### src/hw/rtl/assert_macros.svh
// Assertion macros shared by the countdown clock RTL.
// Each macro expects signals named clk and arst_n in the scope that uses it.
`ifndef ASSERT_MACROS_SVH
`define ASSERT_MACROS_SVH

// The property must hold at every clock edge outside reset.
`define CCL_ASSERT(lbl, prop, msg) \
	lbl: assert property (@(posedge clk) disable iff (!arst_n) (prop)) else $error(msg);

// The condition must never be seen at a clock edge outside reset.
`define CCL_NEVER(lbl, cond, msg) \
	lbl: assert property (@(posedge clk) disable iff (!arst_n) !(cond)) else $error(msg);

`endif

### src/hw/rtl/ccl_pkg.sv
// Types and constants for the two-player countdown clock.
// No dependencies; imported by every module of the block.
`default_nettype none

package ccl_pkg;

	localparam int OP_W        = 3;
	localparam int TICK_W      = 17;
	localparam int OUT_TIME_W  = 17;
	localparam int CODE_W      = 3;
	localparam int TDATA_IN_W  = 24;
	localparam int TUSER_IN_W  = 3;
	localparam int TDATA_OUT_W = 40;

	localparam logic [OUT_TIME_W-1:0] INIT_TIME_RESET = OUT_TIME_W'(30 * 60 * 10);

	typedef enum logic [OP_W-1:0] {
		OP_RESET    = 3'd0,
		OP_START    = 3'd1,
		OP_PAUSE    = 3'd2,
		OP_CONTINUE = 3'd3,
		OP_SWITCH   = 3'd4,
		OP_ELAPSE   = 3'd5
	} op_t;

	typedef enum logic [7:0] {
		ST_INITIAL      = 8'b0000_0001,
		ST_STARTABLE    = 8'b0000_0010,
		ST_WHITE_PAUSED = 8'b0000_0100,
		ST_BLACK_PAUSED = 8'b0000_1000,
		ST_WHITE_MOVES  = 8'b0001_0000,
		ST_BLACK_MOVES  = 8'b0010_0000,
		ST_WHITE_WINS   = 8'b0100_0000,
		ST_BLACK_WINS   = 8'b1000_0000
	} mode_t;

	localparam logic [CODE_W-1:0] CODE_INITIAL      = 3'd0;
	localparam logic [CODE_W-1:0] CODE_STARTABLE    = 3'd1;
	localparam logic [CODE_W-1:0] CODE_WHITE_PAUSED = 3'd2;
	localparam logic [CODE_W-1:0] CODE_BLACK_PAUSED = 3'd3;
	localparam logic [CODE_W-1:0] CODE_WHITE_MOVES  = 3'd4;
	localparam logic [CODE_W-1:0] CODE_BLACK_MOVES  = 3'd5;
	localparam logic [CODE_W-1:0] CODE_WHITE_WINS   = 3'd6;
	localparam logic [CODE_W-1:0] CODE_BLACK_WINS   = 3'd7;

	typedef struct packed {
		logic valid;
		logic [OP_W-1:0] opcode;
		logic [TICK_W-1:0] tick_count;
	} cmd_t;

	function automatic logic [CODE_W-1:0] mode_code(mode_t m);
		logic [CODE_W-1:0] c;
		case (m)
			ST_INITIAL:      c = CODE_INITIAL;
			ST_STARTABLE:    c = CODE_STARTABLE;
			ST_WHITE_PAUSED: c = CODE_WHITE_PAUSED;
			ST_BLACK_PAUSED: c = CODE_BLACK_PAUSED;
			ST_WHITE_MOVES:  c = CODE_WHITE_MOVES;
			ST_BLACK_MOVES:  c = CODE_BLACK_MOVES;
			ST_WHITE_WINS:   c = CODE_WHITE_WINS;
			ST_BLACK_WINS:   c = CODE_BLACK_WINS;
			default:         c = CODE_INITIAL;
		endcase
		return c;
	endfunction

endpackage

`default_nettype wire

### src/hw/rtl/ccl_in_reg.sv
// Input register of the countdown clock: holds one command item.
// Depends on ccl_pkg.
`default_nettype none

module ccl_in_reg
	import ccl_pkg::*;
(
	input  wire logic                  clk,
	input  wire logic                  arst_n,
	input  wire logic                  s_axis_tvalid,
	output logic                       s_axis_tready,
	input  wire logic [TDATA_IN_W-1:0] s_axis_tdata,  // [16:0] tick_count
	input  wire logic [TUSER_IN_W-1:0] s_axis_tuser,  // [2:0] opcode
	input  wire logic                  advance,
	output cmd_t                       cmd_s1
);

	logic              load;
	logic              valid_s1;
	logic [OP_W-1:0]   opcode_s1;
	logic [TICK_W-1:0] tick_s1;

	assign s_axis_tready = !valid_s1 || advance;
	assign load          = s_axis_tvalid && s_axis_tready;
	assign cmd_s1        = {valid_s1, opcode_s1, tick_s1};

	always_ff @(posedge clk or negedge arst_n) begin
		if (!arst_n) begin
			valid_s1 <= 1'b0;
		end else if (s_axis_tready) begin
			valid_s1 <= s_axis_tvalid;
		end
	end

	always_ff @(posedge clk) begin
		if (load) begin
			opcode_s1 <= s_axis_tuser[OP_W-1:0];
			tick_s1   <= s_axis_tdata[TICK_W-1:0];
		end
	end

endmodule

`default_nettype wire

### src/hw/rtl/ccl_step.sv
// Next-state logic of the countdown clock for one command.
// Depends on ccl_pkg.
`default_nettype none

module ccl_step
	import ccl_pkg::*;
#(
	parameter int TIME_WIDTH = 17
) (
	input  mode_t                  mode,
	input  wire logic [TIME_WIDTH-1:0] black_left,
	input  wire logic [TIME_WIDTH-1:0] white_left,
	input  wire logic [OUT_TIME_W-1:0] initial_time,
	input  wire logic [OP_W-1:0]       opcode,
	input  wire logic [TICK_W-1:0]     tick_count,
	output mode_t                      mode_nxt,
	output logic [TIME_WIDTH-1:0]      black_nxt,
	output logic [TIME_WIDTH-1:0]      white_nxt,
	output logic                       ok
);

	localparam int CW = (TIME_WIDTH > TICK_W) ? TIME_WIDTH : TICK_W;

	logic [CW-1:0]         mover_ext;
	logic [CW-1:0]         ticks_ext;
	logic [CW-1:0]         init_ext;
	logic [TIME_WIDTH-1:0] drained;
	logic [TIME_WIDTH-1:0] init_time;

	assign mover_ext = CW'((mode == ST_BLACK_MOVES) ? black_left : white_left);
	assign ticks_ext = CW'(tick_count);
	assign init_ext  = CW'(initial_time);
	assign init_time = init_ext[TIME_WIDTH-1:0];
	assign drained   = (ticks_ext >= mover_ext) ? '0
		: TIME_WIDTH'(mover_ext - ticks_ext);

	always_comb begin
		mode_nxt  = mode;
		black_nxt = black_left;
		white_nxt = white_left;
		ok        = 1'b0;
		case (op_t'(opcode))
			OP_RESET: begin
				if (mode == ST_INITIAL || mode == ST_WHITE_PAUSED ||
					mode == ST_BLACK_PAUSED || mode == ST_WHITE_WINS ||
					mode == ST_BLACK_WINS) begin
					black_nxt = init_time;
					white_nxt = init_time;
					mode_nxt  = ST_STARTABLE;
					ok        = 1'b1;
				end
			end
			OP_START: begin
				if (mode == ST_STARTABLE) begin
					mode_nxt = ST_WHITE_MOVES;
					ok       = 1'b1;
				end
			end
			OP_PAUSE: begin
				if (mode == ST_WHITE_MOVES) begin
					mode_nxt = ST_WHITE_PAUSED;
					ok       = 1'b1;
				end else if (mode == ST_BLACK_MOVES) begin
					mode_nxt = ST_BLACK_PAUSED;
					ok       = 1'b1;
				end
			end
			OP_CONTINUE: begin
				if (mode == ST_WHITE_PAUSED) begin
					mode_nxt = ST_WHITE_MOVES;
					ok       = 1'b1;
				end else if (mode == ST_BLACK_PAUSED) begin
					mode_nxt = ST_BLACK_MOVES;
					ok       = 1'b1;
				end
			end
			OP_SWITCH: begin
				if (mode == ST_WHITE_MOVES) begin
					mode_nxt = ST_BLACK_MOVES;
					ok       = 1'b1;
				end else if (mode == ST_BLACK_MOVES) begin
					mode_nxt = ST_WHITE_MOVES;
					ok       = 1'b1;
				end
			end
			OP_ELAPSE: begin
				if (mode == ST_BLACK_MOVES) begin
					black_nxt = drained;
					ok        = 1'b1;
					if (drained == '0) begin
						mode_nxt = ST_WHITE_WINS;
					end
				end else if (mode == ST_WHITE_MOVES) begin
					white_nxt = drained;
					ok        = 1'b1;
					if (drained == '0) begin
						mode_nxt = ST_BLACK_WINS;
					end
				end
			end
			default: begin
				ok = 1'b0;
			end
		endcase
	end

endmodule

`default_nettype wire

### src/hw/rtl/two_player_countdown_clock_top.sv
// Top level of the two-player countdown clock: state and result registers.
// Depends on ccl_pkg, ccl_in_reg, ccl_step and assert_macros.svh.
// Each command item passes an input register and the combinational next-state logic and
// leaves through an output register, so one item is taken per clock while the output
// is not stalled; the output register lets a new item enter while a result waits.
// The state update (one compare and saturating subtract on the clock counter) is
// the only path between the registers. Write initial_time only while the block is idle.
`default_nettype none

`include "assert_macros.svh"

module two_player_countdown_clock_top
	import ccl_pkg::*;
#(
	parameter int TIME_WIDTH = 17
) (
	input  wire logic                   clk,
	input  wire logic                   arst_n,
	input  wire logic                   cfg_valid,
	output logic                        cfg_ready,
	input  wire logic [OUT_TIME_W-1:0]  cfg_data,
	input  wire logic                   s_axis_tvalid,
	output logic                        s_axis_tready,
	input  wire logic [TDATA_IN_W-1:0]  s_axis_tdata,  // [16:0] tick_count
	input  wire logic [TUSER_IN_W-1:0]  s_axis_tuser,  // [2:0] opcode
	output logic                        m_axis_tvalid,
	input  wire logic                   m_axis_tready,
	output logic [TDATA_OUT_W-1:0]      m_axis_tdata   // [16:0] black_time,
	                                                   // [33:17] white_time,
	                                                   // [36:34] game_state,
	                                                   // [37] accepted
);

	localparam int CW = (TIME_WIDTH > OUT_TIME_W) ? TIME_WIDTH : OUT_TIME_W;

	cmd_t                   cmd_s1;
	logic                   advance;
	logic [OUT_TIME_W-1:0]  init_q;
	mode_t                  mode_q;
	logic [TIME_WIDTH-1:0]  black_q;
	logic [TIME_WIDTH-1:0]  white_q;
	mode_t                  mode_nxt;
	logic [TIME_WIDTH-1:0]  black_nxt;
	logic [TIME_WIDTH-1:0]  white_nxt;
	logic                   ok;
	logic [CW-1:0]          black_ext;
	logic [CW-1:0]          white_ext;
	logic                   out_valid_q;
	logic [TDATA_OUT_W-1:0] out_data_q;

	assign advance   = cmd_s1.valid && (!out_valid_q || m_axis_tready);
	assign cfg_ready = 1'b1;

	ccl_in_reg u_in_reg (
		.clk           (clk),
		.arst_n        (arst_n),
		.s_axis_tvalid (s_axis_tvalid),
		.s_axis_tready (s_axis_tready),
		.s_axis_tdata  (s_axis_tdata),
		.s_axis_tuser  (s_axis_tuser),
		.advance       (advance),
		.cmd_s1        (cmd_s1)
	);

	ccl_step #(
		.TIME_WIDTH (TIME_WIDTH)
	) u_step (
		.mode         (mode_q),
		.black_left   (black_q),
		.white_left   (white_q),
		.initial_time (init_q),
		.opcode       (cmd_s1.opcode),
		.tick_count   (cmd_s1.tick_count),
		.mode_nxt     (mode_nxt),
		.black_nxt    (black_nxt),
		.white_nxt    (white_nxt),
		.ok           (ok)
	);

	assign black_ext = CW'(black_nxt);
	assign white_ext = CW'(white_nxt);

	always_ff @(posedge clk or negedge arst_n) begin
		if (!arst_n) begin
			init_q <= INIT_TIME_RESET;
		end else if (cfg_valid && cfg_ready) begin
			init_q <= cfg_data;
		end
	end

	always_ff @(posedge clk or negedge arst_n) begin
		if (!arst_n) begin
			mode_q  <= ST_INITIAL;
			black_q <= '0;
			white_q <= '0;
		end else if (advance) begin
			mode_q  <= mode_nxt;
			black_q <= black_nxt;
			white_q <= white_nxt;
		end
	end

	always_ff @(posedge clk or negedge arst_n) begin
		if (!arst_n) begin
			out_valid_q <= 1'b0;
		end else if (!out_valid_q || m_axis_tready) begin
			out_valid_q <= cmd_s1.valid;
		end
	end

	always_ff @(posedge clk) begin
		if (advance) begin
			out_data_q <= {2'b00, ok, mode_code(mode_nxt),
				white_ext[OUT_TIME_W-1:0], black_ext[OUT_TIME_W-1:0]};
		end
	end

	assign m_axis_tvalid = out_valid_q;
	assign m_axis_tdata  = out_data_q;

	`CCL_ASSERT(a_ignored_keeps_state, advance && !ok |=> mode_q == $past(mode_q) && black_q == $past(black_q) && white_q == $past(white_q), "Ignored command changed the clock state.")
	`CCL_ASSERT(a_white_win_black_zero, mode_q == ST_WHITE_WINS |-> black_q == '0, "White wins while black still has time.")
	`CCL_ASSERT(a_black_win_white_zero, mode_q == ST_BLACK_WINS |-> white_q == '0, "Black wins while white still has time.")
	`CCL_NEVER(a_no_take_when_full, cmd_s1.valid && out_valid_q && !m_axis_tready && s_axis_tready, "Input taken while both stages are full.")

endmodule

`default_nettype wire

### config.mk
export PLATFORM = sky130hd
export DESIGN_NAME = two_player_countdown_clock_top
export DESIGN_NICKNAME = d
export VERILOG_FILES = /design/src/hw/rtl/ccl_pkg.sv /design/src/hw/rtl/ccl_in_reg.sv /design/src/hw/rtl/ccl_step.sv /design/src/hw/rtl/two_player_countdown_clock_top.sv
export VERILOG_INCLUDE_DIRS = /design/src /design/src/hw/rtl
export SDC_FILE = /design/constraint.sdc
export NUM_CORES = 1
export LEC_CHECK = 0
export ABC_AREA = 1
export BUFFER_PORTS_ARGS = -buffer_cell sky130_fd_sc_hd__buf_2
export CORE_MARGIN = 1
export CORE_UTILIZATION = 55
export CTS_CLUSTER_SIZE = 40
export DETAILED_ROUTE_END_ITERATION = 8
export HOLD_SLACK_MARGIN = 0.02
export PLACE_DENSITY = 0.8
export RECOVER_POWER = 25
export SLEW_MARGIN = 20
export SYNTH_ARGS = -nofsm -noshare
export SYNTH_HDL_FRONTEND = slang
export SYNTH_SLANG_ARGS = --single-unit
export TNS_END_PERCENT = 5
### constraint.sdc
create_clock -name clk -period 6.35 [get_ports clk]
set_input_delay 0.3175 -clock clk [delete_from_list [all_inputs] [get_ports clk]]
set_output_delay 0.3175 -clock clk [all_outputs]
set_load 0.02 [all_outputs]
==> out/results.txt <==
Nets: 1094
Logic pwr share: 45.4%
Share of the yosys chip area belonging to registers: 44.2%
Post-CTS sizing: 0
R2R Setup Slk: 1630 ps
Int Pwr: 2.21 mW
WL/cell: 14.8 µm
Max VDD drop: 0.000221 V
Critical Path AT: 4890 ps
Critical path startpoint category: flip-flop
Routability-driven placement congestion ratio: 0.920
Max clock buf depth: 2
RSZ-0062 raised after global routing: no
Critical path required time: 6520 ps
Crit path to: m_axis_tdata[36]
Clk pwr share: 24.1%
Vias in the first global route: 6111
Row Count: 42
Switching Power: 1.71 mW
CP Capture Type: flip-flop
Via density per instance: 5.57
Hold_buf cts: 0
Worst R2R End: m_axis_tdata[36]
Pleak: 3.92 nW
Area growth from synthesis to layout: 15.3%
Max Fanout on Critical Path: 21
Initial Utilization: 56.2%
Number of synthesized flops with an enable pin: 58
Synth Cell Area: 0.00741 mm²
Clock Latency Late Sink: 420 ps
Largest net degree at the start of global routing: 113
Via count: 6768
Die Ht: 118 µm
Number of detailed-route iterations in the first pass: 5
Clk root buf: clkbuf_16
Layout cell share with drive strength beyond 1: 17.8%
Worst Reg2Reg Path Length in Cells: 25
Failing checks: max-capacitance violations, max-slew violations
Post-DRT Antenna Nets: 0
Final setup violating endpoints: 0
Endpoints failing hold: 0
Max-slew headroom: -129%
Total clock buffers created by CTS: 17
Min Tclk post-route: 4720 ps
Fraction of registers with async set/reset: 51.3%
Die area: 0.0139 mm²
Ant diodes: 0
Die width: 118 µm
Status: complete, but fails checks
Remaining routing DRC violations: 0
Worst setup path class: flip-flop to flip-flop
Post-DP HPWL: 12800 µm
Pins over their slew limit: 62
Cells after Synth: 953
Setup slack after layout: 1630 ps
Critical path origin: mode_q[2]
Clk_skew: 7.97 ps
Total gr overflow: 0
Final worst-path cycle share: 74.4%
Htree depth: 4
Pre-CTS WS: 1720 ps
Ys Warns: 0
Yosys reg bits: 119
CORE AREA: 0.0132 mm²
Sw frac: 43.6%
I/O Pins: 92
R2R Path Start: mode_q[2]
TNS Setup: 0 ps
Post-synth cell types: 52
Global-route wire length before repair: 29500 µm
Post-Route Utilization: 64.8%
Hold WC Path Type: input pin to flip-flop
P per Cell Area: 459 mW/mm²
F_max: 212 MHz
CTS Sinks: 119
Worst slew pin tran: 3440 ps
Port-buffer cells: 81
Main flop type after synthesis: edfxtp_1
Max_cap viols: 1
Gr usage total: 27.0%
Initial DRC Count: 653
CTS tree: yes
Initial antenna violation count: 0
Routed wire length: 18000 µm
Postcts setup bufs: 0
Share of power burned in registers: 30.5%
Synth Area per Inst: 7.78 µm²
Worst-path clk slew: 50 ps
## placed cells by master, fill, tap and decap left out, types with 3 or more instances in the layout
master and count:
a21oi_1 57, a21oi_2 4, conb_1 3, clkbuf_1 3, mux2_2 3, o211ai_1 25, ha_1 17, o21ai_1 3
nor4_1 3, o21ai_0 140, buf_2 81, xor2_1 4, nor2_1 40, nor3_1 8, clkinv_2 4, inv_2 17
clkinv_4 4, nand2_1 250, nor4_4 3, dfrtp_1 55, nor2_4 4, inv_1 126, o221ai_1 14, edfxtp_1 58
dfstp_2 6, clkbuf_16 17, buf_4 8, nand3_1 24, nand4_1 9, nor2_2 9, nand2_2 6
## state kept, by name, summed over array words and instances, names as in the netlist
signal and cells:
init_q 17, u_in_reg.tick_s1 17, u_in_reg.valid_s1 1, u_in_reg.opcode_s1 3, mode_q 8, m_axis_tvalid 1, white_q 17, m_axis_tdata 38
black_q 17
## metal layers
metal | up-vias | routed length [µm] | share of wire, % | track usage, %
met5 | - | 0 | 0 | 0
met4 | 0 | 380 | 2.1 | 10.3
met3 | 42 | 1570 | 8.7 | 7.56
met2 | 324 | 7900 | 44 | 40.0
met1 | 3082 | 8190 | 45 | 37.6
li1 | 3320 | - | - | -
## kinds of logic after synthesis
kind of cell | Yosys count | synth area share (%)
xor+xnor | 4 | 0.473
simple gates | 372 | 22.9
other cells | 2 | 0.101
mux | 3 | 0.456
flops | 119 | 44.2
buf+inv | 184 | 9.74
fa+ha+maj | 18 | 3.14
compound gates | 251 | 19.0
## worst max-delay path, cell delays in order, from the launching register on
cell and delay [ps]:
dfrtp_1 440, inv_2 160, nand3_1 240, nor4_4 720, buf_4 350, o21ai_0 190, ha_1 450, nand2_2 130
nor2_1 160, nand3_1 140, nand3_2 120, nand2_2 70, nand2_4 130, nand2_8 100, nor2_2 190, nor2_1 60
nand2_1 80, nor2_2 40, nand3_1 90, nand2_1 60, nand2_1 70, nand2_2 90, nor2_4 180, a21oi_2 50
nand3_1 90, nand2_1 70
## how the worst min path moves through the flow
stage                      from                    to  depth (start not counted)
6_report       s_axis_tdata[11]  u_in_reg.tick_s1[11]                          1
3_5_place_dp          init_q[9]             init_q[9]                          2
5_1_grt        s_axis_tdata[11]  u_in_reg.tick_s1[11]                          1
4_1_cts         s_axis_tdata[7]   u_in_reg.tick_s1[7]                          1
3_3_place_gp          init_q[4]             init_q[4]                          2
2_1_floorplan            arst_n            black_q[0]                          0
## synth_stat cells (all sizes together) (3+ instances only)
cell type / count / area, µm²
nand2: 258 / 1010
inv: 146 / 556
o21ai: 143 / 716
a21oi: 61 / 320
edfxtp: 58 / 1740
dfrtp: 55 / 1380
nor2: 53 / 251
nand3: 28 / 175
o211ai: 25 / 188
clkbuf: 22 / 82.6
ha: 17 / 213
buf: 15 / 80.1
o221ai: 14 / 123
nand4: 10 / 77.6
nor3: 9 / 50.1
nor4: 7 / 86.3
dfstp: 6 / 158
xor2: 4 / 35.0
mux2: 3 / 33.8
## power groups by stage
| stage | logic, mW | registers (mW) | clock network (mW) |
|---|---|---|---|
| finish | 1.78 | 1.20 | 0.946 |
| floorplan | 1.24 | 1.27 | 0 |
| CTS | 1.76 | 1.19 | 0.958 |
| global placement | 1.72 | 1.20 | 0 |
| detailed placement | 1.75 | 1.20 | 0 |
| global route | 1.99 | 1.22 | 0.988 |
## through the flow
step	power (mW)	instance area [µm²]	hold slack, ps	std cells
after floorplan	2.51	7410	21.9	954
after global placement	2.91	7960	476	1184
after detailed placement	2.95	7960	485	1184
after CTS	3.91	8550	64.7	1216
after global routing	4.20	8550	63.2	1216
final	3.92	8550	75.5	1216
## layout make-up
type	count	area (µm²)
Tap cell	176	220
Inverter	147	561
Sequential cell	119	3280
Clock buffer	21	460
Clock inverter	11	125
Multi-Input combinational cell	651	3420
Fill cell	1150	4640
Timing Repair Buffer	91	480
Note: power is estimated with default switching activity, not from simulation.
